File: config.mk
export PLATFORM = sky130hd
export DESIGN_NAME = tcgr_ctrl
export DESIGN_NICKNAME = d
export VERILOG_FILES = /design/src/design/tcgr_pkg.sv /design/src/design/tcgr_ctrl.sv
export SDC_FILE = /design/constraint.sdc
export NUM_CORES = 1
export LEC_CHECK = 0
export BUFFER_PORTS_ARGS = -buffer_cell sky130_fd_sc_hd__buf_2
export CAP_MARGIN = 20
export CORE_AREA = 5 5 42 44
export DETAILED_ROUTE_END_ITERATION = 10
export DIE_AREA = 0 0 47 49
export SYNTH_ARGS = -nofsm -noshare
export SYNTH_HDL_FRONTEND = slang
export SYNTH_SLANG_ARGS = --single-unit
File: constraint.sdc
create_clock -name i_clk -period 3.2 [get_ports i_clk]
set_input_delay 0.16 -clock i_clk [delete_from_list [all_inputs] [get_ports i_clk]]
set_output_delay 0.16 -clock i_clk [all_outputs]
set_load 0.01 [all_outputs]
File: src/design/tcgr_pkg.sv
// Shared types and constants for the text cell glyph renderer.
// No dependencies; imported by every module of the block but the generic RAM.
package tcgr_pkg;

    // Glyph store geometry
    localparam int GLYPH_COUNT = 256;
    localparam int GLYPH_ROWS  = 16;
    localparam int ROW_W       = $clog2(GLYPH_ROWS);
    localparam int STORE_DEPTH = GLYPH_COUNT * GLYPH_ROWS;
    localparam int STORE_AW    = $clog2(STORE_DEPTH);
    localparam int GLYPH_W     = 8;

    // Field widths
    localparam int OP_W    = 2;
    localparam int CODE_W  = 8;
    localparam int COORD_W = 12;
    localparam int PITCH_W = 14;
    localparam int WORD_W  = 25;
    localparam int PROD_W  = COORD_W + PITCH_W;
    localparam int COLOR_W = 32;
    localparam int IN_DATA_W  = 24;
    localparam int OUT_DATA_W = 96;

    // Cell and cursor constants
    localparam int CELL_W       = 8;
    localparam int CELL_H       = 16;
    localparam int Y_LIMIT      = 4080;
    localparam int NEWLINE_CODE = 10;

    // Operation codes carried in tuser
    localparam logic [OP_W-1:0] OP_LOAD      = 2'd0;
    localparam logic [OP_W-1:0] OP_PRINT     = 2'd1;
    localparam logic [OP_W-1:0] OP_BACKSPACE = 2'd2;

    // Configuration register indexes
    localparam int CFG_IDX_W = 2;
    localparam logic [CFG_IDX_W-1:0] CFG_TEXT_COLOR     = 2'd0;
    localparam logic [CFG_IDX_W-1:0] CFG_CLEAR_COLOR    = 2'd1;
    localparam logic [CFG_IDX_W-1:0] CFG_SCREEN_WIDTH   = 2'd2;
    localparam logic [CFG_IDX_W-1:0] CFG_SCANLINE_PITCH = 2'd3;

    // Configuration reset values
    localparam logic [COLOR_W-1:0] TEXT_COLOR_RST   = 32'hffff_ffff;
    localparam logic [COLOR_W-1:0] CLEAR_COLOR_RST  = 32'h0000_0000;
    localparam logic [COORD_W-1:0] SCREEN_WIDTH_RST = 12'd640;
    localparam logic [PITCH_W-1:0] PITCH_RST        = 14'd640;

    // Controller states
    typedef enum logic [1:0] {
        S_IDLE,
        S_MUL,
        S_BASE,
        S_EMIT
    } t_state;

    // Commands from controller to datapath
    typedef struct packed {
        logic load_glyph;
        logic newline;
        logic print_cell;
        logic backspace_cell;
        logic calc_prod;
        logic calc_base;
        logic emit_row;
    } t_cmd;

    // Status from datapath to controller
    typedef struct packed {
        logic is_newline;
        logic at_origin;
        logic out_free;
        logic row_last;
    } t_status;

endpackage

File: src/design/tcgr_ctrl.sv
// Controller state machine of the glyph renderer: decodes input beats and
// sequences the sixteen row beats of a cell. Depends on tcgr_pkg.
module tcgr_ctrl (
    input  logic                     i_clk,
    input  logic                     i_rst_n,
    input  logic                     i_in_valid,
    input  logic [tcgr_pkg::OP_W-1:0] i_op,
    input  tcgr_pkg::t_status        i_status,
    output logic                     o_in_ready,
    output tcgr_pkg::t_cmd           o_cmd
);
    import tcgr_pkg::*;

    t_state r_state;
    t_state n_state;
    logic   in_fire;

    assign o_in_ready = (r_state == S_IDLE);
    assign in_fire    = o_in_ready && i_in_valid;

    // State register
    always_ff @(posedge i_clk) begin
        if (!i_rst_n) begin
            r_state <= S_IDLE;
        end else begin
            r_state <= n_state;
        end
    end

    // Next state
    always_comb begin
        n_state = r_state;
        unique case (r_state)
            S_IDLE: begin
                if (in_fire) begin
                    if (i_op == OP_PRINT && !i_status.is_newline) begin
                        n_state = S_MUL;
                    end else if (i_op == OP_BACKSPACE && !i_status.at_origin) begin
                        n_state = S_MUL;
                    end
                end
            end
            S_MUL:  n_state = S_BASE;
            S_BASE: n_state = S_EMIT;
            S_EMIT: begin
                if (i_status.out_free && i_status.row_last) begin
                    n_state = S_IDLE;
                end
            end
            default: n_state = S_IDLE;
        endcase
    end

    // Command outputs
    always_comb begin
        o_cmd = '0;
        unique case (r_state)
            S_IDLE: begin
                if (in_fire) begin
                    o_cmd.load_glyph     = (i_op == OP_LOAD);
                    o_cmd.newline        = (i_op == OP_PRINT) && i_status.is_newline;
                    o_cmd.print_cell     = (i_op == OP_PRINT) && !i_status.is_newline;
                    o_cmd.backspace_cell = (i_op == OP_BACKSPACE) && !i_status.at_origin;
                end
            end
            S_MUL:  o_cmd.calc_prod = 1'b1;
            S_BASE: o_cmd.calc_base = 1'b1;
            S_EMIT: o_cmd.emit_row  = i_status.out_free;
            default: o_cmd = '0;
        endcase
    end

endmodule

Word level (Yosys, flattened, before mapping)

Cells that the tools add are included.

Register bits after elaboration: 2
Bits of input ports: 9
Output and inout port bits: 8
Word-level logic and storage cells: 29

Equality and inequality tests: 8
Mux-type cells: 10
Reduce and logical (&&, ||, !) cells: 10

Operator list:

| cell                                                                   | count |
|---|---|
| 2-bit 2-to-1 mux                                                       | 4 |
| 4-bit 2-to-1 mux                                                       | 2 |
| 2-bit case mux with 4 select lines                                     | 1 |
| 2-bit equality test (second input constant)                            | 3 |
| 1-bit logical AND                                                      | 5 |
| 2-bit by 1-bit equality test with 1-bit output (second input constant) | 2 |
| 2-bit logical NOT                                                      | 2 |
| 1-bit 2-to-1 mux                                                       | 3 |
| 3-bit by 1-bit != test with 1-bit output (second input constant)       | 1 |
| 3-bit AND reduction                                                    | 1 |
| 1-bit logical NOT                                                      | 2 |
| 2-bit by 1-bit != test with 1-bit output (second input constant)       | 1 |
| 2-bit != test (second input constant)                                  | 1 |

Longest topological paths before layout

Gate-level depths: netlist (run 1).

Depth after elaboration: 6
Depth in mapped cells: 5
Depth with buffers taken out: 5

Worst setup path before layout (run 1)

OpenSTA, ideal clock, no wires.

Path kind: register to output
Start point: reg r_state[0]
End point: out o_cmd[3] (netlist bit)
Data arrival time: 1.261 ns
Slack: 1.779 ns
Stages on the path, launching flop included: 5
Cells stage by stage: dfxtp_1 > inv_1 > ha_1 > nand2_1 > nor4b_1

RTL lines:

| what                     | line            | text |
|---|---|---|
| start: declaration       | tcgr_ctrl.sv:14 | `t_state r_state;` |
| start signal: assignment | tcgr_ctrl.sv:26 | `r_state <= n_state;` |
| end: declaration         | tcgr_ctrl.sv:10 | `output tcgr_pkg::t_cmd o_cmd` |

==> results.sh, run 1 <==
export IMPL_outcome="finished, final reports clean"
export IMPL_max_stage_delay_ns=0.32
export IMPL_wl_per_cell_um=10.4
export IMPL_coreArea_sq_um=1400
export IMPL_vdd_ir_drop_max_mv=0.247
export IMPL_ys_ff_latch=2
export IMPL_drive_gt1_frac=0.380
export IMPL_fin_crit_sh=0.520
export IMPL_cp_slowest_cell="dfxtp_1"
export IMPL_report_final_slew_viol_count=0
export IMPL_grt_pass1_vias=261
export IMPL_cp_depth=5
export IMPL_maxCapViolCount=0
export IMPL_fmax_mhz=600
export IMPL_leakagePower_nw=0.194
export IMPL_powerDensity_nw_per_um2=683
export IMPL_gr_total_overflow=0
export IMPL_dieHeight_um=49
export IMPL_drt_initial_drc_count=6
export IMPL_muxShareOfSynthArea=0
export IMPL_postSynthNetCount=45
export IMPL_rsz0062_at_grt="false"
export IMPL_wl_met1_um=331
export IMPL_netlist_instances=31
export IMPL_top_regs="r_state: 2 flops"
export IMPL_clkTransAtPathRegs_ns=0.03
export IMPL_synth_edf_count=0
export IMPL_start_kind="flop"
export IMPL_layout_min_cycle_time_ns=1.67
export IMPL_dp_hpwl_um=572
export IMPL_power_frac_comb=0.599
export IMPL_synth_compound_area_share=0.157
export IMPL_cts_htree_levels=1
export IMPL_regToRegStartpoint="r_state[0]"
export IMPL_wl_um=687
export IMPL_async_flop_share=0
export IMPL_r2r_setup_slack_ns=1.79
export IMPL_swShare=0.430
export IMPL_cts_setup_buffers=0
export IMPL_cp_startpoint="r_state[0]"
export IMPL_worst_slew_pin_transition_ns=0.545
export IMPL_vias=295
export IMPL_clock_path_buffers=2
export IMPL_start_util=0.188
export IMPL_critPathMaxFanout=6
export IMPL_setup_viol=0
export IMPL_yosysSeqAreaShare=0.152
export IMPL_synth_simple_gate_area_frac=0.410
export IMPL_io_pins=17
export IMPL_fin_skew_ns=0.000827
export IMPL_avgSynthCellArea_sq_um=8.48
export IMPL_crit_chain="inv_1, ha_1, nand2_1, nor4b_1, buf_2"
export IMPL_diodes=0
export IMPL_die_area_sq_um=2300
export IMPL_crit_end="o_cmd[3]"
export IMPL_hp_class="in2reg"
export IMPL_synth_area_sq_um=263
export IMPL_grt_pass1_wl_um=1060
export IMPL_cp_data_arrival_time_ns=1.51
export IMPL_path_buf_inv=2
export IMPL_synthFlopType="dfxtp_1"
export IMPL_nets=66
export IMPL_pwr_share_seq=0.188
export IMPL_gp_congestion=0.731
export IMPL_clkLatencyLatePin_ns=0.22
export IMPL_layout_common_cells="buf_2, ha_1, inv_1, clkbuf_4"
export IMPL_cts_hold_buffers_added=0
export IMPL_met3_length_um=85
export IMPL_clkPwrFrac=0.213
export IMPL_cp_data_required_time_ns=3.04
export IMPL_top_register="r_state"
export IMPL_antenna_found_initial=0
export IMPL_cts_resized=0
export IMPL_dr_max_layer_used="met4"
export IMPL_fin_tns_setup_ns=0
export IMPL_grt_usage=0.0683
export IMPL_cts_sinks=2
export IMPL_crit_type="reg2out"
export IMPL_internal_power_w=0.000150
export IMPL_final_design_area_no_fill_sq_um=385
export IMPL_hold_viol_final=0
export IMPL_synth_top_family_by_area="simple AND/OR/NAND/NOR gates"
export IMPL_core_rowCount=14
export IMPL_synthXorXnorAreaFrac=0
export IMPL_dr_pass1_iters=4
export IMPL_largest_register_ffs=2
export IMPL_die_w_um=47
export IMPL_final_common_cell="buf_2"
export IMPL_vias_per_cell=4.47
export IMPL_wl_met2_um=253
export IMPL_area_growth_syn_to_layout_pct=46.7
export IMPL_synth_cell_types=19
export IMPL_cp_end_kind="output pin"
export IMPL_ys_warn_count=0
export IMPL_grt_max_degree=7
export IMPL_dpl_cell_area_sq_um=363
export IMPL_drcViolationCount=0
export IMPL_slew_headroom=0.634
export IMPL_portBuffers=16
export IMPL_cts_inserted_buffers=3
export IMPL_crit_family="simple AND/OR/NAND/NOR gates"
export IMPL_cts_tree="built"
export IMPL_ant_nets=0
export IMPL_synthAdderAreaFrac=0.238
export IMPL_power_switching_w=0.000113
export IMPL_r2r_cells=4
export IMPL_cts_root_buffer="clkbuf_4"
export IMPL_rr_endpoint="r_state[1]"
[how the worst min path moves through the flow]
stage,start,end,slack (ns),cells past startpoint
after floorplan,i_rst_n,r_state[0],0.29,2
after global placement,i_rst_n,r_state[0],0.45,3
after detailed placement,i_rst_n,r_state[0],0.45,3
after CTS,i_rst_n,r_state[0],0.21,3
after global routing,i_rst_n,r_state[0],0.22,3
final,i_rst_n,r_state[0],0.22,3
[layout make-up]
type	count	area (sq um)
Sequential cell	2	40.0
Inverter	3	11.3
Tap cell	16	20.0
Timing Repair Buffer	16	80.1
Clock buffer	3	22.5
Multi-Input combinational cell	26	211
Fill cell	157	1020
[logic make-up (layout without fill, tap and decap cells)]
logic type | count (synthesis) | in the layout
adders and majority gates | 5 | 5
buffers and inverters | 3 | 22
AOI/OAI and AO/OA | 5 | 5
DFF | 2 | 2
and+or+nand+nor | 16 | 16
[cells in the mapped netlist, types with 2 or more instances]
cell	count	area (sq um)
ha_1	5	62.6
inv_1	3	11.3
and3_1	2	12.5
dfxtp_1	2	40.0
nand2_1	2	7.51
nand3_1	2	10.0
nand4bb_1	2	22.5
nor4b_1	2	17.5
[power by group through the flow]
stage / logic, W / clock network [W] / registers [W]
2_1_floorplan: 0.000112 / 0 / 0.0000472
3_3_place_gp: 0.000159 / 0 / 0.0000492
3_5_place_dp: 0.000159 / 0 / 0.0000499
4_1_cts: 0.000160 / 0.0000590 / 0.0000495
5_1_grt: 0.000183 / 0.0000628 / 0.0000502
6_report: 0.000158 / 0.0000561 / 0.0000495
[through the flow]
step                setup WS, ns  instances  total power [W]  hold slack (ns)   util
finish                      1.53         66         0.000263            0.217  0.275
global route                1.37         66         0.000296            0.216  0.275
CTS                         1.53         66         0.000268            0.213  0.275
detailed placement          1.77         63         0.000209            0.451  0.259
global placement            1.78         63         0.000208            0.451  0.259
floorplan                   1.78         31         0.000159            0.291      -
[worst reg2reg max path: stages, from the launching register on]
cell     delay (ns)
dfxtp_1        0.35
inv_1          0.10
ha_1           0.27
or4b_1         0.53
nand4_1        0.10
[per-layer routing]
layer,track usage,vias to the layer above
met2,0.0747,15
li1,-,157
met5,0,-
met1,0.0877,121
met4,0.0691,0
met3,0.0332,2
No activity file was read; power rests on OpenSTA's default activity.
==> run 2, diff against run 1 <==
Clock period 3.2 ns to 1.38 ns, I/O delays scaled along.
==> results.sh, run 2 (synthesis results as in run 1) <==
export IMPL_clock_path_buffers=2
export IMPL_min_delay_start="i_rst_n"
export IMPL_top_register="r_state"
export IMPL_fmax_mhz=745
export IMPL_grt_pass1_vias=294
export IMPL_drive_gt1_frac=0.585
export IMPL_min_path_cells=3
export IMPL_cts_root_buffer="clkbuf_4"
export IMPL_hp_class="in2reg"
export IMPL_rsz0062_at_grt="true"
export IMPL_layout_min_cycle_time_ns=1.34
export IMPL_die_area_sq_um=2300
export IMPL_portBuffers=16
export IMPL_wl_per_cell_um=11.8
export IMPL_fin_skew_ns=0.000838
export IMPL_placedCellCount=65
export IMPL_path_buf_inv=0
export IMPL_max_stage_delay_ns=0.47
export IMPL_setup_viol=0
export IMPL_final_common_cell="buf_2"
export IMPL_report_final_slew_viol_count=0
export IMPL_fin_cells=69
export IMPL_crit_chain="ha_1, a21boi_4, or4b_1, nand4_1"
export IMPL_vias=323
export IMPL_gr_total_overflow=0
export IMPL_coreArea_sq_um=1400
export IMPL_fin_ws_ns=0.0378
export IMPL_r2r_setup_slack_ns=0.04
export IMPL_critPathMaxFanout=5
export IMPL_clkTransAtPathRegs_ns=0.03
export IMPL_maxCapViolCount=0
export IMPL_largest_register_ffs=2
export IMPL_worst_slew_pin_transition_ns=0.217
export IMPL_rr_endpoint="r_state[1]"
export IMPL_start_kind="flop"
export IMPL_slew_headroom=0.854
export IMPL_core_rowCount=14
export IMPL_crit_type="reg2reg"
export IMPL_dp_hpwl_um=632
export IMPL_cts_htree_levels=1
export IMPL_clkLatencyLatePin_ns=0.22
export IMPL_fillCellCount=167
export IMPL_cts_tree="built"
export IMPL_die_w_um=47
export IMPL_wl_um=817
export IMPL_area_growth_syn_to_layout_pct=77.1
export IMPL_grt_usage=0.0730
export IMPL_diodes=0
export IMPL_drcViolationCount=0
export IMPL_grt_pass1_wl_um=1140
export IMPL_cp_data_arrival_time_ns=1.49
export IMPL_start_util=0.188
export IMPL_gp_congestion=0.671
export IMPL_r2r_cells=4
export IMPL_dieHeight_um=49
export IMPL_outcome="finished, final reports clean"
export IMPL_cts_inserted_buffers=3
export IMPL_cp_data_required_time_ns=1.53
export IMPL_grt_max_degree=7
export IMPL_cts_sinks=2
export IMPL_ant_nets=0
export IMPL_hold_path_end="r_state[0]"
export IMPL_powerDensity_nw_per_um2=1740
export IMPL_layout_area_seq_sq_um=42.5
export IMPL_cp_end_kind="flop"
export IMPL_vias_per_cell=4.68
export IMPL_place_ws_ns=-0.0453
export IMPL_top_regs="r_state: 2 flops"
export IMPL_regToRegStartpoint="r_state[0]"
export IMPL_multi_input_area_sq_um=264
export IMPL_layout_common_cells="buf_2, ha_1, clkbuf_4, buf_4"
export IMPL_crit_family="simple AND/OR/NAND/NOR gates"
export IMPL_hold_viol_final=0
export IMPL_antenna_found_initial=0
export IMPL_io_pins=17
export IMPL_drt_initial_drc_count=4
export IMPL_vdd_ir_drop_max_mv=0.508
export IMPL_cp_slowest_cell="or4b_1"
export IMPL_dr_pass1_iters=3
export IMPL_leakagePower_nw=0.224
export IMPL_fin_crit_sh=0.973
export IMPL_nets=69
==> run 2: cell count changes in the layout (fill, tap and decap cells not counted), sizes merged <==
| cell | previous run | this run |
|---|---|---|
| buf | 16 | 19 |
==> run 2: what timing repair did <==
action	in CTS	in global routing
buffers inserted	1	0
hold buffers	0	0
gates resized for setup	8	7
endpoints found under the setup margin	6	5
pin swaps	1	1
==> run 2: layout make-up <==
class	instances	share of cell area
well taps	16	0.0430
multi-input cells	26	0.567
clock buffers	3	0.0484
flip-flops and latches	2	0.0914
repair buffers	19	0.220
inverters	3	0.0296
==> run 2: report_power, final <==
part	switching [W]	leakage [nW]	total, W	internal [W]
registers	0.0000348	0.0172	0.000129	0.0000938
clock network	0.0000308	0.0138	0.000126	0.0000957
logic	0.000267	0.193	0.000553	0.000286
total	0.000333	0.224	0.000808	0.000476
==> run 2: through the flow <==
stage               setup TNS, ns  power [W]   util  cell area [sq um]  hold WS (ns)
floorplan                       0   0.000370      -                263         0.189
finish                          0   0.000808  0.332                465         0.126
detailed placement        -0.0677   0.000551  0.270                378         0.360
global placement                0   0.000535  0.270                378         0.355
global route              -0.0181   0.000904  0.332                465         0.115
CTS                             0   0.000782  0.307                430         0.114
==> run 2: routing by layer <==
metal  vias up  GRT usage  wire, um
li1        163          -         -
met2        15     0.0973       376
met5         -          0         0
met1       143     0.0806       355
met4         0     0.0553        10
met3         2     0.0443        74
==> run 2: how the worst max path moves through the flow <==
stage	startpoint	end	slack, ns	cells after the start
2_1_floorplan	r_state[1]	r_state[1]	0.02	4
3_3_place_gp	r_state[0]	r_state[1]	0.01	4
3_5_place_dp	r_state[0]	r_state[1]	-0.05	4
4_1_cts	r_state[1]	o_cmd[3]	0.002	5
5_1_grt	r_state[1]	o_cmd[4]	-0.02	5
6_report	r_state[0]	r_state[1]	0.04	4
==> run 2: worst min-delay path: cells and delay by family <==
family / cells / cell delay (ns)
compound gates: 1 / 0.04
buf+inv: 2 / 0.19
==> run 3, diff against run 2 <==
Settings changed: BUFFER_PORTS_ARGS -buffer_cell sky130_fd_sc_hd__buf_2 to not set, DONT_BUFFER_PORTS set to 1.
==> results.sh, run 3 (synthesis results as in run 1) <==
export IMPL_start_kind="flop"
export IMPL_fin_crit_sh=0.984
export IMPL_fmax_mhz=736
export IMPL_layout_min_cycle_time_ns=1.36
export IMPL_vias_per_cell=5.02
export IMPL_maxCapViolCount=0
export IMPL_dieHeight_um=49
export IMPL_largest_register_ffs=2
export IMPL_dr_pass1_iters=4
export IMPL_clkLatencyLatePin_ns=0.23
export IMPL_nets=59
export IMPL_cp_slowest_cell="dfxtp_2"
export IMPL_cts_htree_levels=1
export IMPL_gr_total_overflow=0
export IMPL_diodes=0
export IMPL_cp_end_kind="output pin"
export IMPL_report_final_slew_viol_count=0
export IMPL_die_area_sq_um=2300
export IMPL_cts_sinks=2
export IMPL_cts_root_buffer="clkbuf_4"
export IMPL_holdWs_ns=0.0235
export IMPL_cp_data_required_time_ns=1.31
export IMPL_power_switching_w=0.000341
export IMPL_clock_path_buffers=2
export IMPL_slew_headroom=0.756
export IMPL_drcViolationCount=0
export IMPL_area_growth_syn_to_layout_pct=62.4
export IMPL_antenna_found_initial=0
export IMPL_vdd_ir_drop_max_mv=0.414
export IMPL_pwr_share_seq=0.155
export IMPL_ant_nets=0
export IMPL_wl_um=860
export IMPL_coreArea_sq_um=1400
export IMPL_grt_max_degree=7
export IMPL_vias=296
export IMPL_top_regs="r_state: 2 flops"
export IMPL_drive_gt1_frac=0.465
export IMPL_die_w_um=47
export IMPL_hp_class="in2reg"
export IMPL_fin_ws_ns=0.0221
export IMPL_wl_per_cell_um=14.6
export IMPL_start_util=0.188
export IMPL_hold_viol_final=0
export IMPL_setup_viol=0
export IMPL_clkPwrFrac=0.163
export IMPL_critPathMaxFanout=4
export IMPL_final_common_cell="buf_4"
export IMPL_cp_data_arrival_time_ns=1.29
export IMPL_io_pins=17
export IMPL_rsz0062_at_grt="true"
export IMPL_crit_type="reg2out"
export IMPL_drt_initial_drc_count=5
export IMPL_powerDensity_nw_per_um2=1990
export IMPL_clkTransAtPathRegs_ns=0.03
export IMPL_worst_slew_pin_transition_ns=0.364
export IMPL_cts_tree="built"
export IMPL_fin_skew_ns=0.00390
export IMPL_dp_hpwl_um=595
export IMPL_grt_pass1_wl_um=1320
export IMPL_grt_pass1_vias=321
export IMPL_outcome="finished, final reports clean"
export IMPL_grt_usage=0.0823
export IMPL_portBuffers=0
export IMPL_leakagePower_nw=0.177
export IMPL_core_rowCount=14
export IMPL_swShare=0.401
export IMPL_power_frac_comb=0.682
export IMPL_gp_congestion=0.724
export IMPL_max_stage_delay_ns=0.33
export IMPL_place_ws_ns=-0.0125
export IMPL_top_register="r_state"
export IMPL_layout_common_cells="buf_4, ha_1, clkbuf_4"
export IMPL_total_power_w=0.000851
export IMPL_crit_chain="inv_4, ha_4, nand2_4, nor4b_2, buf_4"
export IMPL_cts_inserted_buffers=3
export IMPL_internal_power_w=0.000510
run 3: cell type report:
cell class,instances,area (sq um)
Clock buffer,3,22.5
Fill cell,150,975
Inverter,3,16.3
Multi-Input combinational cell,26,255
Sequential cell,2,42.5
Tap cell,16,20.0
Timing Repair Buffer,9,70.1
run 3: worst max-delay path: cells and delay by family (launching register included):
| family | cells | cell delay [ns] |
|---|---|---|
| adders and majority gates | 1 | 0.16 |
| buffers and inverters | 2 | 0.24 |
| DFF | 1 | 0.33 |
| and+or+nand+nor | 2 | 0.33 |
run 3: path summary, 6_finish.rpt:
check,from,end,slack (ns),cells after the start
min,i_rst_n,r_state[1],0.02,2
min reg2reg,r_state[0],r_state[0],0.61,3
max,r_state[0],o_cmd[4],0.02,5
max reg2reg,r_state[1],r_state[0],0.05,5
run 3: power groups by stage:
stage | Combinational (W) | Sequential [W] | Clock, W
4_1_cts | 0.000493 | 0.000114 | 0.000145
6_report | 0.000581 | 0.000132 | 0.000138
2_1_floorplan | 0.000260 | 0.000109 | 0
3_3_place_gp | 0.000412 | 0.000107 | 0
5_1_grt | 0.000642 | 0.000134 | 0.000152
3_5_place_dp | 0.000421 | 0.000110 | 0
run 3: repair_timing:
action,4_1_cts,5_1_grt
hold buffers,1,0
pin swaps,1,2
setup endpoints to repair,6,4
hold endpoints to repair,1,0
setup buffers,0,2
resized for setup,8,7
run 3: per-layer routing:
metal | share of wire | GRT usage | vias to the layer above
li1 | - | - | 142
met2 | 0.51 | 0.124 | 17
met4 | 0.0058 | 0.0691 | 0
met5 | 0 | 0 | -
met1 | 0.38 | 0.0810 | 135
met3 | 0.097 | 0.0369 | 2
run 3: metrics by stage:
stage / instances / setup TNS (ns) / utilization / instance area, sq um
after global placement: 53 / 0 / 0.234 / 328
final: 59 / 0 / 0.304 / 427
after global routing: 59 / -0.0283 / 0.304 / 427
after CTS: 57 / 0 / 0.277 / 388
after detailed placement: 53 / -0.0125 / 0.234 / 328
after floorplan: 31 / 0 / - / 263
