**config.mk**
```make
export PLATFORM = sky130hd
export DESIGN_NAME = tcgr_dpath
export DESIGN_NICKNAME = d
export VERILOG_FILES = /design/src/design/tcgr_pkg.sv /design/src/design/tcgr_dpath.sv
export SDC_FILE = /design/constraint.sdc
export NUM_CORES = 1
export LEC_CHECK = 0
export BUFFER_PORTS_ARGS = -buffer_cell sky130_fd_sc_hd__buf_4
export CAP_MARGIN = 20
export CORE_MARGIN = 1
export CORE_UTILIZATION = 59
export CTS_CLUSTER_DIAMETER = 50
export DETAILED_ROUTE_END_ITERATION = 6
export HOLD_SLACK_MARGIN = 0.1
export MAX_ROUTING_LAYER = met4
export PLACE_DENSITY = 0.87
export SETUP_SLACK_MARGIN = 0.05
export SYNTH_ARGS = -nofsm -noshare
export SYNTH_HDL_FRONTEND = slang
export SYNTH_SLANG_ARGS = --single-unit
```
**constraint.sdc**
```tcl
create_clock -name i_clk -period 7.87 [get_ports i_clk]
set_clock_uncertainty 0.1 [all_clocks]
set_input_delay 0 -clock i_clk [delete_from_list [all_inputs] [get_ports i_clk]]
set_output_delay 0 -clock i_clk [all_outputs]
set_load 0.005 [all_outputs]
```
**src/design/tcgr_pkg.sv**
```systemverilog
// Shared types and constants for the text cell glyph renderer.
// No dependencies; imported by every module of the block but the generic RAM.
package tcgr_pkg;

    // Glyph store geometry
    localparam int GLYPH_COUNT = 256;
    localparam int GLYPH_ROWS  = 16;
    localparam int ROW_W       = $clog2(GLYPH_ROWS);
    localparam int STORE_DEPTH = GLYPH_COUNT * GLYPH_ROWS;
    localparam int STORE_AW    = $clog2(STORE_DEPTH);
    localparam int GLYPH_W     = 8;

    // Field widths
    localparam int OP_W    = 2;
    localparam int CODE_W  = 8;
    localparam int COORD_W = 12;
    localparam int PITCH_W = 14;
    localparam int WORD_W  = 25;
    localparam int PROD_W  = COORD_W + PITCH_W;
    localparam int COLOR_W = 32;
    localparam int IN_DATA_W  = 24;
    localparam int OUT_DATA_W = 96;

    // Cell and cursor constants
    localparam int CELL_W       = 8;
    localparam int CELL_H       = 16;
    localparam int Y_LIMIT      = 4080;
    localparam int NEWLINE_CODE = 10;

    // Operation codes carried in tuser
    localparam logic [OP_W-1:0] OP_LOAD      = 2'd0;
    localparam logic [OP_W-1:0] OP_PRINT     = 2'd1;
    localparam logic [OP_W-1:0] OP_BACKSPACE = 2'd2;

    // Configuration register indexes
    localparam int CFG_IDX_W = 2;
    localparam logic [CFG_IDX_W-1:0] CFG_TEXT_COLOR     = 2'd0;
    localparam logic [CFG_IDX_W-1:0] CFG_CLEAR_COLOR    = 2'd1;
    localparam logic [CFG_IDX_W-1:0] CFG_SCREEN_WIDTH   = 2'd2;
    localparam logic [CFG_IDX_W-1:0] CFG_SCANLINE_PITCH = 2'd3;

    // Configuration reset values
    localparam logic [COLOR_W-1:0] TEXT_COLOR_RST   = 32'hffff_ffff;
    localparam logic [COLOR_W-1:0] CLEAR_COLOR_RST  = 32'h0000_0000;
    localparam logic [COORD_W-1:0] SCREEN_WIDTH_RST = 12'd640;
    localparam logic [PITCH_W-1:0] PITCH_RST        = 14'd640;

    // Controller states
    typedef enum logic [1:0] {
        S_IDLE,
        S_MUL,
        S_BASE,
        S_EMIT
    } t_state;

    // Commands from controller to datapath
    typedef struct packed {
        logic load_glyph;
        logic newline;
        logic print_cell;
        logic backspace_cell;
        logic calc_prod;
        logic calc_base;
        logic emit_row;
    } t_cmd;

    // Status from datapath to controller
    typedef struct packed {
        logic is_newline;
        logic at_origin;
        logic out_free;
        logic row_last;
    } t_status;

endpackage

```
**src/design/tcgr_dpath.sv**
```systemverilog
// Datapath of the glyph renderer: configuration registers, cursor, cell
// address arithmetic and the output register. Depends on tcgr_pkg.
module tcgr_dpath (
    input  logic                              i_clk,
    input  logic                              i_rst_n,
    // configuration write port
    input  logic                              i_cfg_wr_en,
    input  logic [tcgr_pkg::CFG_IDX_W-1:0]    i_cfg_index,
    input  logic [tcgr_pkg::COLOR_W-1:0]      i_cfg_data,
    // input fields
    input  logic [tcgr_pkg::CODE_W-1:0]       i_char_code,
    input  logic [tcgr_pkg::ROW_W-1:0]        i_glyph_row,
    input  logic [tcgr_pkg::GLYPH_W-1:0]      i_glyph_bits,
    // controller link
    input  tcgr_pkg::t_cmd                    i_cmd,
    output tcgr_pkg::t_status                 o_status,
    // glyph store
    output logic                              o_ram_wr_en,
    output logic [tcgr_pkg::STORE_AW-1:0]     o_ram_wr_addr,
    output logic [tcgr_pkg::GLYPH_W-1:0]      o_ram_wr_data,
    output logic [tcgr_pkg::STORE_AW-1:0]     o_ram_rd_addr,
    input  logic [tcgr_pkg::GLYPH_W-1:0]      i_ram_rd_data,
    // result beat
    output logic                              o_out_valid,
    input  logic                              i_out_ready,
    output logic [tcgr_pkg::COORD_W-1:0]      o_pixel_x,
    output logic [tcgr_pkg::COORD_W-1:0]      o_pixel_y,
    output logic [tcgr_pkg::WORD_W-1:0]       o_word_index,
    output logic [tcgr_pkg::GLYPH_W-1:0]      o_pixel_mask,
    output logic [tcgr_pkg::COLOR_W-1:0]      o_pixel_color,
    output logic                              o_last_row
);
    import tcgr_pkg::*;

    // Configuration registers
    logic [COLOR_W-1:0] r_text_color;
    logic [COLOR_W-1:0] r_clear_color;
    logic [COORD_W-1:0] r_screen_width;
    logic [PITCH_W-1:0] r_pitch;

    // Cursor
    logic [COORD_W-1:0] r_cur_x;
    logic [COORD_W-1:0] r_cur_y;
    logic [COORD_W-1:0] n_cur_x;
    logic [COORD_W-1:0] n_cur_y;

    // Cell in progress
    logic [COORD_W-1:0] r_cell_x;
    logic [COORD_W-1:0] r_cell_y;
    logic [CODE_W-1:0]  r_code;
    logic               r_is_bs;
    logic [COLOR_W-1:0] r_color;
    logic [ROW_W-1:0]   r_row;
    logic [PROD_W-1:0]  r_prod;
    logic [WORD_W-1:0]  r_word;

    // Output register
    logic               r_out_valid;
    logic [COORD_W-1:0] r_out_x;
    logic [COORD_W-1:0] r_out_y;
    logic [WORD_W-1:0]  r_out_word;
    logic [GLYPH_W-1:0] r_out_mask;
    logic [COLOR_W-1:0] r_out_color;
    logic               r_out_last;

    // Cursor arithmetic
    logic [COORD_W:0]   y_plus;
    logic [COORD_W-1:0] y_adv;
    logic [COORD_W:0]   x_plus;
    logic [COORD_W:0]   x_plus2;
    logic               print_wrap;
    logic [COORD_W:0]   bs_sum;
    logic [COORD_W-1:0] bs_x;
    logic [COORD_W-1:0] bs_y;
    logic               code_ok;
    logic [GLYPH_W-1:0] row_mask;

    // Line advance: x to zero, y down one cell, saturating
    assign y_plus = {1'b0, r_cur_y} + (COORD_W+1)'(CELL_H);
    assign y_adv  = (y_plus > (COORD_W+1)'(Y_LIMIT)) ? COORD_W'(Y_LIMIT) : y_plus[COORD_W-1:0];

    // Print advance: wrap when the following cell would not fit
    assign x_plus     = {1'b0, r_cur_x} + (COORD_W+1)'(CELL_W);
    assign x_plus2    = {1'b0, r_cur_x} + (COORD_W+1)'(2 * CELL_W);
    assign print_wrap = x_plus2 > {1'b0, r_screen_width};

    // Backspace step, wrapping up a row
    assign bs_sum = {1'b0, r_cur_x} + {1'b0, r_screen_width};
    always_comb begin
        bs_x = r_cur_x;
        bs_y = r_cur_y;
        if (r_cur_x >= COORD_W'(CELL_W)) begin
            bs_x = r_cur_x - COORD_W'(CELL_W);
        end else begin
            bs_x = (bs_sum >= (COORD_W+1)'(CELL_W))
                 ? COORD_W'(bs_sum - (COORD_W+1)'(CELL_W)) : '0;
            bs_y = (r_cur_y >= COORD_W'(CELL_H)) ? r_cur_y - COORD_W'(CELL_H) : '0;
        end
    end

    // Next cursor; hold it when no command moves it
    always_comb begin
        n_cur_x = r_cur_x;
        n_cur_y = r_cur_y;
        if (i_cmd.newline) begin
            n_cur_x = '0;
            n_cur_y = y_adv;
        end else if (i_cmd.print_cell) begin
            if (print_wrap) begin
                n_cur_x = '0;
                n_cur_y = y_adv;
            end else begin
                n_cur_x = x_plus[COORD_W-1:0];
            end
        end else if (i_cmd.backspace_cell) begin
            n_cur_x = bs_x;
            n_cur_y = bs_y;
        end
    end

    // Configuration writes and cursor update
    always_ff @(posedge i_clk) begin
        if (!i_rst_n) begin
            r_text_color   <= TEXT_COLOR_RST;
            r_clear_color  <= CLEAR_COLOR_RST;
            r_screen_width <= SCREEN_WIDTH_RST;
            r_pitch        <= PITCH_RST;
            r_cur_x        <= '0;
            r_cur_y        <= '0;
        end else begin
            if (i_cfg_wr_en) begin
                unique case (i_cfg_index)
                    CFG_TEXT_COLOR:     r_text_color   <= i_cfg_data;
                    CFG_CLEAR_COLOR:    r_clear_color  <= i_cfg_data;
                    CFG_SCREEN_WIDTH:   r_screen_width <= i_cfg_data[COORD_W-1:0];
                    CFG_SCANLINE_PITCH: r_pitch        <= i_cfg_data[PITCH_W-1:0];
                    default: ;
                endcase
            end
            r_cur_x <= n_cur_x;
            r_cur_y <= n_cur_y;
        end
    end

    // Capture the cell, then build its first word offset, then step by pitch
    always_ff @(posedge i_clk) begin
        if (i_cmd.print_cell) begin
            r_cell_x <= r_cur_x;
            r_cell_y <= r_cur_y;
            r_code   <= i_char_code;
            r_is_bs  <= 1'b0;
            r_color  <= r_text_color;
            r_row    <= '0;
        end else if (i_cmd.backspace_cell) begin
            r_cell_x <= bs_x;
            r_cell_y <= bs_y;
            r_is_bs  <= 1'b1;
            r_color  <= r_clear_color;
            r_row    <= '0;
        end else if (i_cmd.emit_row) begin
            r_row <= r_row + ROW_W'(1);
        end
        if (i_cmd.calc_prod) begin
            r_prod <= PROD_W'(r_cell_y) * PROD_W'(r_pitch);
        end
        if (i_cmd.calc_base) begin
            r_word <= WORD_W'(PROD_W'(r_cell_x) + r_prod);
        end else if (i_cmd.emit_row) begin
            r_word <= r_word + WORD_W'(r_pitch);
        end
    end

    // Glyph store access; hold the read address until its row is taken
    assign o_ram_wr_en   = i_cmd.load_glyph;
    assign o_ram_wr_addr = STORE_AW'({i_char_code, i_glyph_row});
    assign o_ram_wr_data = i_glyph_bits;
    assign o_ram_rd_addr = STORE_AW'({r_code, i_cmd.emit_row ? r_row + ROW_W'(1) : r_row});

    assign code_ok  = int'(r_code) < GLYPH_COUNT;
    assign row_mask = r_is_bs ? {GLYPH_W{1'b1}} : (code_ok ? i_ram_rd_data : '0);

    // Output register valid
    always_ff @(posedge i_clk) begin
        if (!i_rst_n) begin
            r_out_valid <= 1'b0;
        end else if (i_cmd.emit_row) begin
            r_out_valid <= 1'b1;
        end else if (i_out_ready) begin
            r_out_valid <= 1'b0;
        end
    end

    // Output register payload
    always_ff @(posedge i_clk) begin
        if (i_cmd.emit_row) begin
            r_out_x     <= r_cell_x;
            r_out_y     <= r_cell_y + COORD_W'(r_row);
            r_out_word  <= r_word;
            r_out_mask  <= row_mask;
            r_out_color <= r_color;
            r_out_last  <= (r_row == ROW_W'(GLYPH_ROWS - 1));
        end
    end

    // Status to the controller
    assign o_status.is_newline = (i_char_code == CODE_W'(NEWLINE_CODE));
    assign o_status.at_origin  = (r_cur_x == '0) && (r_cur_y == '0);
    assign o_status.out_free   = !r_out_valid || i_out_ready;
    assign o_status.row_last   = (r_row == ROW_W'(GLYPH_ROWS - 1));

    assign o_out_valid   = r_out_valid;
    assign o_pixel_x     = r_out_x;
    assign o_pixel_y     = r_out_y;
    assign o_word_index  = r_out_word;
    assign o_pixel_mask  = r_out_mask;
    assign o_pixel_color = r_out_color;
    assign o_last_row    = r_out_last;

endmodule

```
# == Word level (Yosys, flattened, before mapping) ==
# Cells that the tools add are included.
# totals
input_bits,73
register_bits,324
output_inout_bits,128
# op_classes
add_sub_neg,11
mux,21
magnitude_cmp,5
mul,1
reduce_logical,17
n_eq_ne,6
bitwise,1
# op_table
operator,count
$mux W12,14
$mux W32,2
$mux W25,2
$add A12 B5 Y13 const B,2
$add A12 B25 Y25,1
$add A25 B14 Y25,1
$mul A12 B14 Y25,1
$logic_not A12 Y1,2
$sub A12 B4 Y12 const B,2
$add A12 B12 Y13,1
$ge A13 B4 Y1 const B,1
$gt A13 B12 Y1,1
$gt A13 B12 Y1 const B,1
$add A12 B4 Y12,1
$add A12 B4 Y12 const B,1
$ge A12 B4 Y1 const B,1
$ge A12 B5 Y1 const B,1
$sub A12 B5 Y12 const B,1
$reduce_and A2 Y1,5
$eq A8 B4 Y1 const B,1
$reduce_bool A2 Y1,3
$add A4 B1 Y4 const B,1
$eq A2 B2 Y1 const B,2
$eq A4 B4 Y1 const B,1
other kinds (11),13

# == Logic depth before layout (Yosys ltp) ==
# Gate-level depths: netlist of run 1.
# depth
word_depth,6
depth_mapped,23
ltp_nobuf,21

# == Least setup slack after synthesis of run 1 ==
# No wires, ideal clock.
# synth_path
path_type,register to register
startpoint,register r_cell_y[5]
endpoint,register r_prod[24] (data pin)
arrival_ps,5681
n_path_buf,2
required_time_ps,7511
path_slack_ps,1830
setup_ps,259
path_stages_with_launch,22
path_cell_list,edfxtp_1 clkbuf_1 clkbuf_1 nand2_1 fa_1 fa_1 inv_1 fa_1 fa_1 inv_1 fa_1 inv_1 ha_1 a21o_1 a21o_1 a2111oi_0 a21oi_1 o311a_1 o21a_1 o21ai_0 a21oi_1 xnor2_1
# synth_between
elab_chain_len,1
# synth_lines
element,line_no,source
from (decl),tcgr_dpath.sv:49,logic [COORD_W-1:0] r_cell_y;
from (signal assigned),tcgr_dpath.sv:149,r_cell_y <= r_cur_y;
from (signal assigned),tcgr_dpath.sv:156,r_cell_y <= bs_y;
$mul A12 B14 Y25,tcgr_dpath.sv:164,r_prod <= PROD_W'(r_cell_y) * PROD_W'(r_pitch);
to (signal assigned),tcgr_dpath.sv:164,
to (decl),tcgr_dpath.sv:54,logic [PROD_W-1:0] r_prod;
# No other way between the ends.
# A chain may end at the register's enable or synchronous reset.

# == Final worst setup path of run 1 ==
# layout_path
startpoint,register r_cell_y[8]
endpoint,register r_prod[24] (data pin)
# Same word-level chain as after synthesis.

==> metrics.md, run 1 <==
| Metric | Value |
|---|---|
| CP Data Required Time | `about 8000 ps` |
| Die Width | `roughly 190 um` |
| Setup bufs post-CTS | `0` |
| Die area | `36,430 um^2` |
| H-tree levels | `2` |
| Slowest stage delay, CP | `730 ps` |
| # clock sinks | `324` |
| Vias per inst | `between 5 and 6` |
| CP startpoint kind | `flop` |
| Initial antenna violation count | `3` |
| Hold endpoint | `r_code[0]$_DFFE_PP_` |
| Asr flop ratio synth | `0%` |
| Worst vdd ir | `0.1845 mV` |
| Fin Setup TNS | `0 ps` |
| Crit-path max FO | `17` |
| Slew Limit Fails | `0` |
| Hold Path Class | `input pin to flop` |
| Status | `finished, final reports clean` |
| R2R setup slack | `roughly 1400 ps` |
| Mapped Cells | `between 2,000 and 2,500` |
| Power Density | `approximately 220 nW/um^2` |
| Share of the synthesized area in the top cell type | `29.11%` |
| Final net count | `2,690` |
| Crit-path most repeated cell | `fa_1` |
| Final worst path period share | `between 80 and 90%` |
| Final setup fails | `0` |
| Core area | `around 35,000 um^2` |
| Crit. End Element | `flop` |
| Synth Flop Type | `edfxtp_1` |
| Overall power | `5.509 mW` |
| Slew HR | `32.78%` |
| Max-cap viol count | `0` |
| WL per Instance | `20.72 um` |
| Top Ports | `201` |
| CP top delay family | `adder cells` |
| CTS Buf Count | `39` |
| Vias in the first global route | `17,260` |
| Gpl congestion | `0.9661` |
| Slew at the pin closest to its max-slew limit | `1008 ps` |
| Crit path cell chain | `nand2_1 -> fa_1 -> inv_1 -> fa_1 -> fa_1 -> fa_1 -> inv_1 -> fa_1 -> inv_1 -> ha_1 -> a21o_1 -> a21o_1 -> a2111oi_0 -> a21oi_1 -> o311a_1 -> o21a_1 -> o21ai_0 -> a21oi_1 -> xnor2_1` |
| CP arrival | `6710 ps` |
| Cell area after synthesis | `21,040 um^2` |
| Final Core Density | `~70%` |
| Clk pin slew, worst setup/hold paths | `60 ps` |
| Register area share after synthesis | `40.53%` |
| RSZ-0062 raised after global routing | `no` |
| Dpl hpwl | `between 40 and 50 mm` |
| Post-synth cell types | `79` |
| Clock root buffer | `clkbuf_16` |
| CP Class | `flop to flop` |
| Largest net degree at the start of global routing | `slightly above 100` |
| Clock Latency Late Sink | `560 ps` |
| Reg2reg end | `r_prod[24]$_DFFE_PP_` |
| Avg Cell Area, Syn | `9.889 um^2` |
| Synth warn | `0` |
| Global route total overflow | `0` |
| Vias | `16,830` |
| 1st-iter DRT viols | `approximately 1,500` |
| CTS tree | `yes` |
| First-pass GRT wire length | `92.83 mm` |
| # port buffers | `about 170` |
| Area growth syn-to-layout | `19.13%` |
| EDFF count, synth | `204` |
| Post-route DRC | `0` |
| First drt pass iteration count | `5` |
| RR Startpoint | `r_cell_y[8]$_DFFE_PP_` |
| WL final | `just under 60 mm` |
| GRT Total Usage | `33.97%` |
| Clock buffer depth | `3` |
| Reg2Reg Depth | `19` |
| Final hold violations | `0` |
| Leak | `roughly 11 nW` |
| Hold wc startpoint | `i_char_code[0]` |
| Layout fillers | `about 2,300` |
| Critical path's slowest cell | `edfxtp_1` |
| Fmax | `153.6 MHz` |
| WHS Path Cells | `2` |
| Flop and latch count out of synthesis | `around 320` |
| Post-layout min period | `approximately 6500 ps` |
| Synth top area cells | `edfxtp_1 (29%), fa_1 (12%), dfxtp_1 (11%)` |
| Die height | `190.9 um` |
| Initial Util | `60.47%` |
| # rows | `68` |
| Leading area contributor after synthesis | `edfxtp_1` |
| Antenna viol nets, final | `0` |
| Share of cells above drive strength 1 | `13.18%` |
| Post-Syn Nets | `2,451` |
| Critical Path Stages | `19` |
| Worst path bufs/invs | `3` |
==> cell usage after synthesis, drive strengths merged (3+ instances only) <==
cell type / n
xor2: 29
a31oi: 12
nor3: 16
mux2i: 7
or2: 20
or3b: 3
o21bai: 3
a2111oi: 7
o21a: 18
nand2: 359
a211oi: 7
mux2: 37
a21o: 18
o221ai: 4
a22oi: 6
edfxtp: 204
nand4: 16
a21oi: 63
o311a: 4
o21ai: 74
a211o: 7
o31ai: 14
dfxtp: 120
nor2b: 25
and3: 13
nand3: 62
xnor2: 80
o211ai: 5
o31a: 3
nor3b: 5
or3: 10
nor4: 9
a21boi: 59
nand2b: 15
nor2: 85
inv: 228
fa: 123
buf: 30
clkbuf: 90
and2: 71
ha: 127
or4: 4
==> sequential cells by signal (all words and copies together) (netlist names), 4 cells and up <==
name / flops
o_pixel_color: 32
r_clear_color: 32
r_color: 32
r_text_color: 32
o_word_index: 25
r_prod: 25
r_word: 25
r_pitch: 14
o_pixel_x: 12
o_pixel_y: 12
r_cell_x: 12
r_cell_y: 12
r_cur_x: 12
r_cur_y: 12
r_screen_width: 12
o_pixel_mask: 8
r_code: 8
r_row: 4
==> cell usage in the layout (no fill, tap or decap), types with 63 or more instances in the layout <==
cell type        n
nand2_1        359
ha_1           127
fa_1           123
o21ai_0         72
a21oi_1         63
dlygate4sd3_1  134
xnor2_1         80
nor2_1          85
dfxtp_1        120
edfxtp_1       204
and2_1          71
inv_1          227
buf_4          182
==> routing by layer <==
metal	up-vias	part of all wire (%)	GRT usage (%)	routed length (um)
li1	7607	-	-	-
met2	784	48	54.89	28620
met3	202	6.8	4.637	4048
met5	-	0	-	0
met1	8240	40	42.91	23880
met4	0	4.5	14.22	2635
==> through the flow <==
stage / instances / hold slack (ps) / worst slack (ps) / area, um^2
finish: 2856 / 124.6 / 1360 / 25070
global route: 2856 / 122.3 / 1039 / 25070
CTS: 2851 / 102.5 / 1429 / 25040
detailed placement: 2645 / -99.97 / 1431 / 22440
global placement: 2645 / -99.97 / 1630 / 22440
floorplan: 2128 / -37.38 / 1830 / 21040
==> cells by family after synthesis <==
logic type                 synth area share (%)
and+or+nand+nor                           15.95
buffers and inverters                     6.635
AOI/OAI and AO/OA                         10.79
DFF                                       40.53
adders and majority gates                 19.25
xor gates and xnor gates                  4.537
muxes                                     2.313
==> worst max path at each step <==
stage	from	slack [ps]	end
floorplan	r_cell_y[5]$_DFFE_PP_	1830	r_prod[24]$_DFFE_PP_
finish	r_cell_y[8]$_DFFE_PP_	1360	r_prod[24]$_DFFE_PP_
global route	r_cell_y[5]$_DFFE_PP_	1040	r_prod[24]$_DFFE_PP_
global placement	r_cell_y[5]$_DFFE_PP_	1630	r_prod[24]$_DFFE_PP_
detailed placement	r_cell_y[4]$_DFFE_PP_	1430	r_prod[24]$_DFFE_PP_
CTS	r_cell_y[4]$_DFFE_PP_	1430	r_prod[24]$_DFFE_PP_
==> layout make-up <==
| cell class | count | area (um^2) | share of cell area, % |
|---|---|---|---|
| multi-input cells | 1456 | 11120 | 44.38 |
| flip-flops and latches | 324 | 8528 | 34.02 |
| repair buffers | 318 | 2725 | 10.87 |
| clock buffers | 56 | 1100 | 4.387 |
| inverters | 228 | 855.8 | 3.414 |
| well taps | 455 | 569.3 | 2.271 |
| clock inverters | 16 | 158.9 | 0.6339 |
| diodes | 3 | 7.507 | 0.02995 |
==> timing repair <==
action                    CTS  global route
resized for setup           0             0
hold buffers              134             0
hold endpoints to repair  245             0
==> report_power, final <==
group          internal, mW  leakage, nW  switching, mW
combinational         0.635         7.00          0.832
clock                 0.997        0.614          0.761
sequential             2.07         3.05          0.212
total                  3.70         10.7           1.81
==> worst reg2reg max path, delay by kind of cell (launching register included) <==
| family | cells | cell delay (ps) |
|---|---|---|
| XOR/XNOR | 1 | 160 |
| adder cells (fa/ha/maj) | 6 | 3010 |
| AO/OA/AOI/OAI | 8 | 1910 |
| flip-flops | 1 | 730 |
| buffers and inverters | 3 | 160 |
| AND/OR/NAND/NOR | 1 | 170 |
No activity file was read; power rests on OpenSTA's default activity.
==> run 2: changes to the inputs <==
==> constraint.sdc (replaced) <==
create_clock -name i_clk -period 6.4 [get_ports i_clk]
set_clock_uncertainty 0.1 [all_clocks]
set_input_delay 0 -clock i_clk [delete_from_list [all_inputs] [get_ports i_clk]]
set_output_delay 0 -clock i_clk [all_outputs]
set_load 0.005 [all_outputs]
==> metrics.md, run 2 (synthesis results as in run 1) <==
| Metric | Value |
|---|---|
| Status | `finished, final reports clean` |
| R2R setup slack | `270 ps` |
| Initial antenna violation count | `0` |
| Critical path's slowest cell | `fa_1` |
| Crit. End Element | `flop` |
| Die height | `190.9 um` |
| Final setup fails | `0` |
| Post-placement cell count | `between 2,000 and 3,000` |
| RSZ-0062 raised after global routing | `no` |
| Power Density | `270.2 nW/um^2` |
| CP Class | `flop to flop` |
| Die Width | `190.9 um` |
| Overall power | `roughly 7 mW` |
| # clock sinks | `324` |
| Top Ports | `201` |
| Final net count | `around 2,700` |
| Worst vdd ir | `0.2206 mV` |
| Die area | `36,430 um^2` |
| Hold Path Class | `input pin to flop` |
| Diode count | `0` |
| Crit-path most repeated cell | `fa_1` |
| Clk pin slew, worst setup/hold paths | `around 60 ps` |
| Flop pwr share | `40.5%` |
| Clock Latency Late Sink | `580 ps` |
| H-tree levels | `2` |
| CP Launch Point | `r_pitch[4]$_SDFFE_PN0P_` |
| Dpl hpwl | `~41 mm` |
| Leak | `10.86 nW` |
| Final hold violations | `0` |
| GRT Total Usage | `34.38%` |
| Layout Cells excl Fill | `roughly 2,900` |
| Crit-path max FO | `8` |
| Initial Util | `60.47%` |
| Antenna viol nets, final | `0` |
| Worst path bufs/invs | `5` |
| Slowest stage delay, CP | `530 ps` |
| Sw Share | `32.62%` |
| CP Data Required Time | `6610 ps` |
| Int Pwr | `roughly 4.6 mW` |
| Final worst path period share | `95.80%` |
| WHS Path Cells | `3` |
| Storage element area | `8528 um^2` |
| Commonest non-fill, non-tap cell in the layout | `nand2_1` |
| Final Core Density | `72.79%` |
| Share of cells above drive strength 1 | `14.28%` |
| CTS Buf Count | `39` |
| First drt pass iteration count | `5` |
| Vias in the first global route | `17,240` |
| WL per Instance | `20.97 um` |
| Most frequent cells in the layout | `nand2_1 (359), inv_1 (227), buf_4 (215)` |
| CP startpoint kind | `flop` |
| Core area | `between 30,000 and 40,000 um^2` |
| 1st-iter DRT viols | `~1,500` |
| Post-layout min period | `6131 ps` |
| Slew HR | `35.75%` |
| Post-route DRC | `0` |
| Vias | `17,000` |
| # rows | `68` |
| Reg2Reg Depth | `21` |
| Slew at the pin closest to its max-slew limit | `939.4 ps` |
| CP arrival | `6340 ps` |
| CP top delay family | `adder cells` |
| WL final | `approximately 61 mm` |
| Max-cap viol count | `0` |
| Net Sw Power | `2.233 mW` |
| Fmax | `163.1 MHz` |
| Clock root buffer | `clkbuf_16` |
| Multi-input logic area | `11,130 um^2` |
| Vias per inst | `roughly 6` |
| RR Startpoint | `r_pitch[4]$_SDFFE_PN0P_` |
| Layout fillers | `2,319` |
| Clock share of power | `32.3%` |
| Crit path cell chain | `buf_4 -> and2_1 -> fa_1 -> inv_1 -> fa_1 -> inv_1 -> fa_1 -> fa_1 -> inv_1 -> fa_1 -> inv_1 -> ha_1 -> a21o_1 -> a21o_1 -> a2111oi_2 -> a21oi_1 -> o311a_1 -> o21a_1 -> o21ai_0 -> a21oi_1 -> xnor2_1` |
| # port buffers | `174` |
| First-pass GRT wire length | `92.99 mm` |
| Area growth syn-to-layout | `20.36%` |
| Fin Setup TNS | `0 ps` |
| Hold wc startpoint | `i_ram_rd_data[5]` |
| Slew Limit Fails | `0` |
| CTS tree | `yes` |
| Global route total overflow | `0` |
| Gpl congestion | `0.9683` |
| Largest net degree at the start of global routing | `83` |
| WHS | `roughly 130 ps` |
| Hold endpoint | `o_pixel_mask[5]$_SDFFCE_PP1P_` |
| Reg2reg end | `r_prod[24]$_DFFE_PP_` |
| Clock buffer depth | `3` |
| Combinational Power Share | `27.2%` |
==> run 2: cell count changes in the layout (fill, tap and decap cells not counted), sizes merged <==
cell	before	now
inv	234	237
clkinv	9	5
dlymetal6s2s	1	0
dlygate4sd3	134	135
bufinv	0	1
buf	182	216
clkbuf	57	55
diode	3	0
==> run 2: layout make-up <==
type	instances	area share, %
Sequential cell	324	33.67
Clock buffer	55	4.293
Multi-Input combinational cell	1456	43.94
Timing Repair Buffer	351	11.75
Clock inverter	16	0.7163
Tap cell	455	2.248
Inverter	228	3.379
==> run 2: repair_timing <==
item / 4_1_cts / 5_1_grt
hold endpoints to repair: 257 / 0
resized for setup: 0 / 2
buffers inserted: 0 / 6
hold buffers: 135 / 0
setup endpoints to repair: 0 / 3
==> run 2: worst register-to-register path, cell delays in order, from the launching register on <==
cell and delay (ps):
dfxtp_1 400, buf_4 210, and2_1 170, fa_1 510, inv_1 50, fa_1 470, inv_1 50, fa_1 450
fa_1 530, inv_1 60, fa_1 530, inv_1 40, ha_1 340, a21o_1 200, a21o_1 210, a2111oi_2 360
a21oi_1 140, o311a_1 400, o21a_1 190, o21ai_0 200, a21oi_1 110, xnor2_1 140
==> run 2: metrics by stage <==
stage	area, um^2	worst slack, ps
after floorplan	21040	359.8
after global placement	22650	361.3
after detailed placement	22650	177.8
after CTS	25270	142.8
after global routing	25330	72.71
final	25330	268.7
==> run 2: routing by layer <==
metal	GRT usage [%]	vias to the layer above	share of wire, %	routed length [um]
met5	-	-	0	0
met4	17.23	0	5.3	3228
met3	6.404	229	8.3	5031
met2	56.42	872	48	29340
met1	40.42	8224	38	22910
li1	-	7671	-	-
==> run 2: power groups by stage <==
stage,Clock (mW),Combinational [mW],Sequential [mW]
2_1_floorplan,0,1.21,2.69
3_3_place_gp,0,1.66,2.79
5_1_grt,2.30,2.05,2.79
6_report,2.21,1.86,2.77
3_5_place_dp,0,1.73,2.80
4_1_cts,2.21,1.81,2.76
==> run 2: how the worst max path moves through the flow <==
stage | depth (start not counted) | slack (ps) | end
2_1_floorplan | 21 | 360 | r_prod[24]$_DFFE_PP_
3_3_place_gp | 20 | 360 | r_prod[24]$_DFFE_PP_
3_5_place_dp | 20 | 180 | r_prod[24]$_DFFE_PP_
4_1_cts | 20 | 140 | r_prod[22]$_DFFE_PP_
5_1_grt | 20 | 70 | r_prod[24]$_DFFE_PP_
6_report | 21 | 270 | r_prod[24]$_DFFE_PP_
==> run 3: changes to the inputs <==
--- a/config.mk
+++ b/config.mk
@@ -14,6 +14,7 @@
 export HOLD_SLACK_MARGIN = 0.1
 export MAX_ROUTING_LAYER = met4
 export PLACE_DENSITY = 0.87
+export REMOVE_ABC_BUFFERS = 1
 export SETUP_SLACK_MARGIN = 0.05
 export SYNTH_ARGS = -nofsm -noshare
 export SYNTH_HDL_FRONTEND = slang
==> metrics.md, run 3 (synthesis results as in run 1) <==
| Metric | Value |
|---|---|
| Layout fillers | `approximately 2,300` |
| WL per Instance | `around 21 um` |
| Global route total overflow | `0` |
| # rows | `68` |
| Power Density | `265.9 nW/um^2` |
| Share of cells above drive strength 1 | `14.32%` |
| CTS Buf Count | `36` |
| Largest net degree at the start of global routing | `63` |
| Final hold violations | `0` |
| First drt pass iteration count | `6` |
| Vias in the first global route | `17,310` |
| Final worst path period share | `95.87%` |
| 1st-iter DRT viols | `1,820` |
| Clock buffer depth | `3` |
| Commonest non-fill, non-tap cell in the layout | `nand2_1` |
| Final Core Density | `71.64%` |
| Initial antenna violation count | `0` |
| Initial Util | `60.47%` |
| Hold Path Class | `input pin to flop` |
| Area growth syn-to-layout | `18.46%` |
| Gpl congestion | `0.9568` |
| Worst vdd ir | `0.2774 mV` |
| Most frequent cells in the layout | `nand2_1 (359), inv_1 (227), buf_4 (211)` |
| Vias | `between 15,000 and 20,000` |
| Fin Setup TNS | `0 ps` |
| RSZ-0062 raised after global routing | `no` |
| Final setup fails | `0` |
| # clock sinks | `324` |
| Antenna viol nets, final | `0` |
| Crit. End Element | `flop` |
| Core area | `~35,000 um^2` |
| Crit path cell chain | `and2_1 -> fa_1 -> inv_1 -> fa_1 -> inv_1 -> fa_1 -> fa_1 -> inv_1 -> fa_1 -> inv_1 -> ha_1 -> a21o_1 -> a21o_1 -> a2111oi_2 -> a21oi_1 -> o311a_1 -> o21a_1 -> o21ai_0 -> a21oi_1 -> xnor2_1` |
| # port buffers | `174` |
| Slowest stage delay, CP | `550 ps` |
| Diode count | `0` |
| Overall power | `6.628 mW` |
| CP Launch Point | `r_cell_y[8]$_DFFE_PP_` |
| Final net count | `2,691` |
| Max-cap viol count | `0` |
| CP top delay family | `adder cells` |
| Crit-path most repeated cell | `fa_1` |
| CP startpoint kind | `flop` |
| CP Data Required Time | `6560 ps` |
| Die Width | `190.9 um` |
| First-pass GRT wire length | `roughly 92 mm` |
| H-tree levels | `2` |
| WL final | `roughly 59 mm` |
| Fmax | `around 160 MHz` |
| Worst path bufs/invs | `4` |
| CTS tree | `yes` |
| CP Class | `flop to flop` |
| Hold wc startpoint | `i_char_code[3]` |
| Top Ports | `201` |
| Die area | `36,430 um^2` |
| Crit-path max FO | `6` |
| CP arrival | `6300 ps` |
| Vias per inst | `5.996` |
| GRT Total Usage | `between 30% and 40%` |
| RR Startpoint | `r_cell_y[8]$_DFFE_PP_` |
| Die height | `190.9 um` |
| Post-route DRC | `0` |
| Slew Limit Fails | `0` |
| Critical path's slowest cell | `fa_1` |
| Clk pin slew, worst setup/hold paths | `70 ps` |
| Status | `finished, final reports clean` |
| Slew at the pin closest to its max-slew limit | `921.8 ps` |
| Dpl hpwl | `38.50 mm` |
| Clock Latency Late Sink | `550 ps` |
| Leak | `10.71 nW` |
| Slew HR | `37.90%` |
| Clock root buffer | `clkbuf_16` |
| Post-layout min period | `roughly 6100 ps` |
[run 3: changes by cell type in the layout (fill, tap and decap cells not counted), sizes merged]
cell	previous run	this run
dlygate4sd3	135	110
clkbuf	55	43
clkinv	5	16
buf	216	212
inv	237	234
bufinv	1	0
[run 3: metal layers]
metal | GRT usage (%) | vias up | wire (um)
met2 | 53.69 | 1032 | 28730
met5 | - | - | 0
met3 | 6.735 | 260 | 5207
li1 | - | 7610 | -
met1 | 38.80 | 8192 | 22010
met4 | 18.28 | 0 | 3515
[run 3: what timing repair did]
| action | 4_1_cts | 5_1_grt |
|---|---|---|
| endpoints found under the setup margin | 0 | 3 |
| endpoints found under the hold margin | 255 | 1 |
| hold buffers | 109 | 1 |
| gates resized for setup | 0 | 3 |
| buffers inserted | 0 | 1 |
[run 3: final cells by class]
| class | instances | area (um^2) | share of cell area [%] |
|---|---|---|---|
| well taps | 455 | 569.3 | 2.284 |
| clock inverters | 23 | 190.2 | 0.7629 |
| repair buffers | 322 | 2696 | 10.82 |
| inverters | 228 | 855.8 | 3.433 |
| multi-input cells | 1456 | 11130 | 44.65 |
| clock buffers | 43 | 957.2 | 3.840 |
| flip-flops and latches | 324 | 8529 | 34.22 |
[run 3: power breakdown]
| part | total [mW] | internal, mW | switching (mW) |
|---|---|---|---|
| Sequential | 2.75 | 2.55 | 0.206 |
| Combinational | 1.84 | 0.798 | 1.04 |
| Clock | 2.04 | 1.10 | 0.937 |
| Total | 6.63 | 4.44 | 2.18 |
[run 3: per-stage QoR]
stage               cells  hold slack (ps)  setup WS [ps]  instance area, um^2
floorplan            2008           -100.0          529.2                20500
global placement     2673           -99.95          358.4                22650
detailed placement   2673           -99.95          277.7                22650
CTS                  2848            104.9          242.8                24890
global route         2851            115.3          46.40                24930
finish               2851            111.9          264.6                24930
[run 3: worst paths after layout]
kind / slack, ps / cells past startpoint / end
max reg2reg: 260 / 20 / r_prod[24]$_DFFE_PP_
min reg2reg: 310 / 0 / o_pixel_color[5]$_DFFE_PP_
max: 260 / 20 / r_prod[24]$_DFFE_PP_
min: 110 / 2 / r_code[3]$_DFFE_PP_
[run 3: worst register-to-register path, stage by stage (launching register included)]
cell,delay [ps]
edfxtp_1,460
and2_1,220
fa_1,530
inv_1,50
fa_1,500
inv_1,70
fa_1,440
fa_1,510
inv_1,60
fa_1,550
inv_1,60
ha_1,350
a21o_1,200
a21o_1,220
a2111oi_2,360
a21oi_1,140
o311a_1,400
o21a_1,190
o21ai_0,210
a21oi_1,120
xnor2_1,140
